==> config.mk <==
export PLATFORM = sky130hd
export DESIGN_NAME = stxyz_lane
export DESIGN_NICKNAME = d
export VERILOG_FILES = /design/src/hdl/stxyz_pkg.sv /design/src/hdl/stxyz_lane.sv
export SDC_FILE = /design/constraint.sdc
export NUM_CORES = 2
export LEC_CHECK = 0
export ABC_AREA = 0
export BUFFER_PORTS_ARGS = -buffer_cell sky130_fd_sc_hd__buf_2
export CORE_MARGIN = 8
export CORE_UTILIZATION = 50
export CTS_BUF_LIST = sky130_fd_sc_hd__clkbuf_8
export CTS_CLUSTER_DIAMETER = 30
export DETAILED_ROUTE_END_ITERATION = 12
export GPL_TIMING_DRIVEN = 0
export HOLD_SLACK_MARGIN = 0.08
export PLACE_DENSITY = 0.66
export REMOVE_ABC_BUFFERS = 1
export SYNTH_ARGS = -nofsm -noshare
export SYNTH_HDL_FRONTEND = slang
export SYNTH_SLANG_ARGS = --single-unit
export TNS_END_PERCENT = 100
==> constraint.sdc <==
create_clock -name clock -period 20.8 [get_ports clock]
set_clock_uncertainty 0.1 [all_clocks]
set_input_delay 1.04 -clock clock [delete_from_list [all_inputs] [get_ports clock]]
set_output_delay 1.04 -clock clock [all_outputs]
set_load 0.005 [all_outputs]
==> src/hdl/stxyz_pkg.sv <==
// stxyz_pkg: shared types, constants and color-matching weight tables for the
// 32-band spectrum to XYZ converter. No dependencies.
`timescale 1ns / 1ps

package stxyz_pkg;

   localparam int BAND_COUNT   = 32;
   localparam int BAND_WIDTH   = 5;
   localparam int WEIGHT_WIDTH = 15;
   localparam int ACC_WIDTH    = 48;
   localparam int OUT_WIDTH    = 24;
   localparam int SCALE_WIDTH  = 13;
   localparam int ROUND_SHIFT  = 30;

   // reciprocal of the luminance integral 11.2964057, Q0.16
   localparam logic [SCALE_WIDTH-1:0] INV_YINT_Q16 = 13'd5801;

   localparam logic [BAND_WIDTH-1:0] LAST_BAND = 5'd31;

   typedef enum logic [1:0] {
      CH_X = 2'd0,
      CH_Y = 2'd1,
      CH_Z = 2'd2
   } channel_type;

   // stage enables shared by the three lanes
   typedef struct packed {
      logic b_load;
      logic acc_update;
      logic last;
      logic c_load;
      logic d_load;
      logic e_load;
   } ctrl_type;

   localparam logic [WEIGHT_WIDTH-1:0] CMF_X [BAND_COUNT] = '{
      15'd62,    15'd363,   15'd1467,  15'd3335,  15'd4781,  15'd5706,  15'd5283,
      15'd4072,  15'd2960,  15'd1341,  15'd341,   15'd40,    15'd255,   15'd1305,
      15'd2979,  15'd5076,  15'd7363,  15'd10050, 15'd13054, 15'd15792, 15'd18182,
      15'd18859, 15'd17759, 15'd14980, 15'd11345, 15'd7752,  15'd4911,  15'd2798,
      15'd1511,  15'd772,   15'd371,   15'd180
   };

   localparam logic [WEIGHT_WIDTH-1:0] CMF_Y [BAND_COUNT] = '{
      15'd7,     15'd40,    15'd149,   15'd332,   15'd544,   15'd825,   15'd1060,
      15'd1395,  15'd2128,  15'd2930,  15'd3898,  15'd5707,  15'd8528,  15'd11765,
      15'd14051, 15'd15638, 15'd16204, 15'd16331, 15'd15946, 15'd14686, 15'd13298,
      15'd11335, 15'd9148,  15'd6930,  15'd4884,  15'd3184,  15'd1955,  15'd1093,
      15'd583,   15'd296,   15'd142,   15'd69
   };

   localparam logic [WEIGHT_WIDTH-1:0] CMF_Z [BAND_COUNT] = '{
      15'd303,   15'd1796,  15'd7387,  15'd17233, 15'd25442, 15'd31416, 15'd30287,
      15'd24939, 15'd20490, 15'd12374, 15'd6716,  15'd3894,  15'd1928,  15'd926,
      15'd399,   15'd161,   15'd62,    15'd23,    15'd9,     15'd3,     15'd1,
      15'd1,     15'd0,     15'd0,     15'd0,     15'd0,     15'd0,     15'd0,
      15'd0,     15'd0,     15'd0,     15'd0
   };

   function automatic logic [WEIGHT_WIDTH-1:0] cmf_weight(input channel_type ch,
                                                          input logic [BAND_WIDTH-1:0] band);
      logic [WEIGHT_WIDTH-1:0] w;
      case (ch)
         CH_X:    w = CMF_X[band];
         CH_Y:    w = CMF_Y[band];
         CH_Z:    w = CMF_Z[band];
         default: w = '0;
      endcase
      return w;
   endfunction

endpackage

==> src/hdl/stxyz_lane.sv <==
// stxyz_lane: one tristimulus channel: weight multiply, saturating accumulate,
// reciprocal scale, round and saturate. Uses stxyz_pkg; stage enables from the top.
`timescale 1ns / 1ps

module stxyz_lane #(
   parameter int                      SAMPLE_WIDTH = 24,
   parameter stxyz_pkg::channel_type  CHANNEL      = stxyz_pkg::CH_X
) (
   input  logic                                   clock,
   input  logic                                   reset,
   input  stxyz_pkg::ctrl_type                    ctrl,
   input  logic signed [SAMPLE_WIDTH-1:0]         sample,
   input  logic [stxyz_pkg::BAND_WIDTH-1:0]       band,
   output logic signed [stxyz_pkg::OUT_WIDTH-1:0] result
);

   localparam int PROD_WIDTH   = SAMPLE_WIDTH + stxyz_pkg::WEIGHT_WIDTH + 1;
   localparam int ACC_WIDTH    = stxyz_pkg::ACC_WIDTH;
   localparam int SCALED_WIDTH = ACC_WIDTH + stxyz_pkg::SCALE_WIDTH + 1;
   localparam int QUOT_WIDTH   = SCALED_WIDTH - stxyz_pkg::ROUND_SHIFT;
   localparam int OUT_WIDTH    = stxyz_pkg::OUT_WIDTH;

   localparam logic [SCALED_WIDTH-1:0] ROUND_BIAS =
      SCALED_WIDTH'(64'd1 << (stxyz_pkg::ROUND_SHIFT - 1));
   localparam logic signed [ACC_WIDTH-1:0] ACC_MAX = {1'b0, {(ACC_WIDTH-1){1'b1}}};
   localparam logic signed [ACC_WIDTH-1:0] ACC_MIN = {1'b1, {(ACC_WIDTH-1){1'b0}}};
   localparam logic signed [OUT_WIDTH-1:0] OUT_MAX = {1'b0, {(OUT_WIDTH-1){1'b1}}};
   localparam logic signed [OUT_WIDTH-1:0] OUT_MIN = {1'b1, {(OUT_WIDTH-1){1'b0}}};

   logic [stxyz_pkg::WEIGHT_WIDTH-1:0] weight;
   logic signed [PROD_WIDTH-1:0]       prod_in, prod_ff;
   logic signed [ACC_WIDTH:0]          acc_wide;
   logic signed [ACC_WIDTH-1:0]        acc_sat;
   logic signed [ACC_WIDTH-1:0]        acc_in, acc_ff;
   logic signed [ACC_WIDTH-1:0]        sum_in, sum_ff;
   logic signed [SCALED_WIDTH-1:0]     scaled_in, scaled_ff;
   logic [SCALED_WIDTH-1:0]            rounded;
   logic [QUOT_WIDTH-1:0]              quot;
   logic                               quot_fits;
   logic signed [OUT_WIDTH-1:0]        out_in, out_ff;

   // stage b: weight product, Q.30
   assign weight  = stxyz_pkg::cmf_weight(CHANNEL, band);
   assign prod_in = sample * $signed({1'b0, weight});

   // accumulate with saturation at the 48-bit bounds
   assign acc_wide = {acc_ff[ACC_WIDTH-1], acc_ff}
                   + {{(ACC_WIDTH + 1 - PROD_WIDTH){prod_ff[PROD_WIDTH-1]}}, prod_ff};

   always_comb begin
      if (acc_wide[ACC_WIDTH] != acc_wide[ACC_WIDTH-1]) begin
         acc_sat = acc_wide[ACC_WIDTH] ? ACC_MIN : ACC_MAX;
      end else begin
         acc_sat = acc_wide[ACC_WIDTH-1:0];
      end
   end

   always_comb begin
      acc_in = acc_ff;
      if (ctrl.acc_update) begin
         acc_in = ctrl.last ? '0 : acc_sat;
      end
   end

   assign sum_in = acc_sat;

   // stage d: scale by the reciprocal
   assign scaled_in = sum_ff * $signed({1'b0, stxyz_pkg::INV_YINT_Q16});

   // stage e: round half up to Q.16, saturate to the output range
   assign rounded   = scaled_ff + ROUND_BIAS;
   assign quot      = rounded[SCALED_WIDTH-1:stxyz_pkg::ROUND_SHIFT];
   assign quot_fits = (&quot[QUOT_WIDTH-1:OUT_WIDTH-1]) | ~(|quot[QUOT_WIDTH-1:OUT_WIDTH-1]);

   always_comb begin
      if (quot_fits) begin
         out_in = quot[OUT_WIDTH-1:0];
      end else begin
         out_in = quot[QUOT_WIDTH-1] ? OUT_MIN : OUT_MAX;
      end
   end

   always_ff @(posedge clock) begin
      if (reset) begin
         acc_ff <= '0;
      end else begin
         acc_ff <= acc_in;
      end
   end

   always_ff @(posedge clock) begin
      if (ctrl.b_load) begin
         prod_ff <= prod_in;
      end
      if (ctrl.c_load) begin
         sum_ff <= sum_in;
      end
      if (ctrl.d_load) begin
         scaled_ff <= scaled_in;
      end
      if (ctrl.e_load) begin
         out_ff <= out_in;
      end
   end

   assign result = out_ff;

endmodule
==> key figures <==
Timing
  – Worst-Margin Slew: 1.32 ns
  – Final period util: 45.8%
  – Rel. slew slack: 11.9%
  – Final Hold Fails: 0
  – Hold slack: 0.386 ns
  – RSZ-0062 raised after global routing: no
  – Post-Route Setup TNS: 0 ns
  – Min cycle time layout: 9.53 ns
  – Final setup fails: 0
  – Fmax: between 100 and 150 MHz
  – Pins Over Slew Limit: 0

Final layout
  – Final Instance Area: 36900 sq um
  – Layout area overhead: 5.17%
  – Share of layout cells above drive strength 1: 4.24%
  – Post-layout net count: 4742

Yosys
  – Post-Synthesis Cells: 3711
  – Asr flop ratio synth: 0%
  – Post-synth EDFFs: 145
  – Most frequent cell after synthesis: inv_1
  – Synth area leaders: fa_1, ha_1, edfxtp_1, inv_1, and2_1
  – Yosys reg bits: ~190
  – Post-synthesis cell area: 35100 sq um
  – Area fraction of the dominant cell type after synthesis: 33.7%
  – Yosys top cell by area: fa_1
  – Register area share after synthesis: between 10% and 20%
  – Top FF cell, synth: edfxtp_1
  – Syn Area/Cell: 9.46 sq um
  – Yosys warnings: 0
  – List of most frequent post-synthesis cells: inv_1, fa_1, ha_1
  – Synth cell types: 84

Hold path
  – Hold WC Path Type: flip-flop to flip-flop
  – HP Start: acc_ff[10]$_SDFFE_PP0P_

Job
  – Max_cap viols: 0

Clocking
  – Setup Buffers After CTS: 0
  – Root buffer cell: clkbuf_8
  – Num CTS Buffers: 17
  – Clock tree buffer depth: 2
  – Hold buffers post-CTS: 0
  – Clock-pin slew on the worst setup and hold paths: between 0.1 and 0.15 ns
  – H-tree depth: 4
  – Post-CTS sizing: 0
  – TritonCTS clock tree: yes
  – CTS sink count: 193
  – Worst skew pair latency: 0.50 ns

Routing
  – Detailed Route WL: 73900 um
  – Residual DRC: 0
  – Vias: 24300
  – Initial drt markers: 1226
  – DRT antenna net count: 0
  – 1st-pass router iterations: 5
  – Post-DR wirelength/cell: 15.9 um
  – Via density: 5.22

Critical path
  – CP max FO: 16
  – Critical path's slowest cell: a21oi_2
  – Worst R2R Setup Slack: ~14 ns
  – Crit path capture type: flip-flop
  – Critical Path AT: 9.65 ns
  – CP Class: primary input to flip-flop
  – Max incr delay on CP: about 0.66 ns
  – Worst Path Required: 20.92 ns
  – Worst r2r src: sum_ff[9]$_DFFE_PP_
  – Setup crit start: band[0]
  – Crit path launch type: primary input
  – Cell mode on critical path: fa_1

Placement
  – Routability cong.: 0.903
  – Port bufs: 60
  – Dpl cell area: ~37000 sq um
  – DP HPWL: between 60000 and 70000 um

Outcome
  – Status: completed

Die
  – Starting Density: 50.3%
  – Die height: 281 um
  – Die ar.: 79000 sq um
  – Site Rows: 97
  – Core footprint: around 70000 sq um
  – IO Pins: 61
  – Die W: ~280 um

Global route
  – Initial antenna violation count: 3
  – Most Used Layer, Global Route: met2
  – GRT Overall Usage: between 10% and 20%
  – Total gr overflow: 0
  – Grt met2 use: 34.8%
  – Largest net degree at the start of global routing: 49
  – Grt met1 use: 24.6%
  – Grt met3 use: under 10%
  – Number of global-route vias before repair: 25400
  – Global-route wire length before repair: 125000 um
[metrics by stage]
step                      setup WS [ns]  util, %  std cells
after floorplan                   11.92        -       3595
after global placement             8.88     51.8       4595
after detailed placement          10.80     52.3       4614
after CTS                         11.34     52.9       4646
after global routing              10.92     52.9       4647
final                             11.27     52.9       4647
[area by class of cell]
type | count | area [sq um]
fill | 6395 | 32900
multi-input combinational | 2507 | 26000
sequential | 193 | 5320
inverter | 895 | 3360
tap | 940 | 1180
timing repair buffer | 79 | 632
clock buffer | 17 | 234
clock inverter | 15 | 168
antenna | 1 | 2.50
[flip-flops by register name, summed over array words and instances (netlist names)]
register and flops:
acc_ff 48, sum_ff 48, prod_ff 40, result 24
scaled_ff 33
[worst max-delay path, delay by kind of cell]
family,cells,cell delay (ns)
adders and majority gates,8,3.82
xor gates and xnor gates,1,0.57
AOI/OAI and AO/OA,7,1.92
buffers and inverters,6,0.81
and+or+nand+nor,7,1.49
[routing by layer]
metal,routed length (um),up-vias
li1,-,11700
met1,32800,12000
met2,36900,427
met3,2600,82
met4,1640,0
met5,0,-
[layout by cell type, fill, tap and decap left out, types with 9 or more instances in the layout]
cell type,instances
a211o_1,9
a211oi_1,25
a21o_1,59
a21oi_1,199
a31oi_1,14
and2_1,193
and3_1,20
buf_2,60
buf_8,9
clkbuf_8,17
dfxtp_1,48
edfxtp_1,145
fa_1,591
ha_1,421
inv_1,895
nand2_1,271
nand2b_1,13
nand3_1,42
nand4_1,26
nor2_1,85
nor2b_1,14
nor3_1,22
o211ai_1,14
o21a_1,16
o21ai_0,129
o21ai_1,16
o21bai_1,22
o31ai_1,53
xnor2_1,75
xor2_1,65
[logic make-up after synthesis]
family          Yosys count  synth area share (%)
compound gates          619                  11.0
xor+xnor                140                  3.49
fa+ha+maj              1012                  48.7
buf+inv                1011                  10.9
flops                   193                  15.1
mux                       6                 0.281
simple gates            730                  10.5
[path summary, 6_finish.rpt]
path	endpoint	depth (start not counted)
max	prod_ff[38]$_DFFE_PP_	29
max reg2reg	scaled_ff[60]$_DFFE_PP_	19
min	acc_ff[10]$_SDFFE_PP0P_	2
min reg2reg	acc_ff[10]$_SDFFE_PP0P_	2
Power is left out: the tool's default activity adds up to more than one toggle a clock period on the data nets, which glitch-free logic cannot reach.
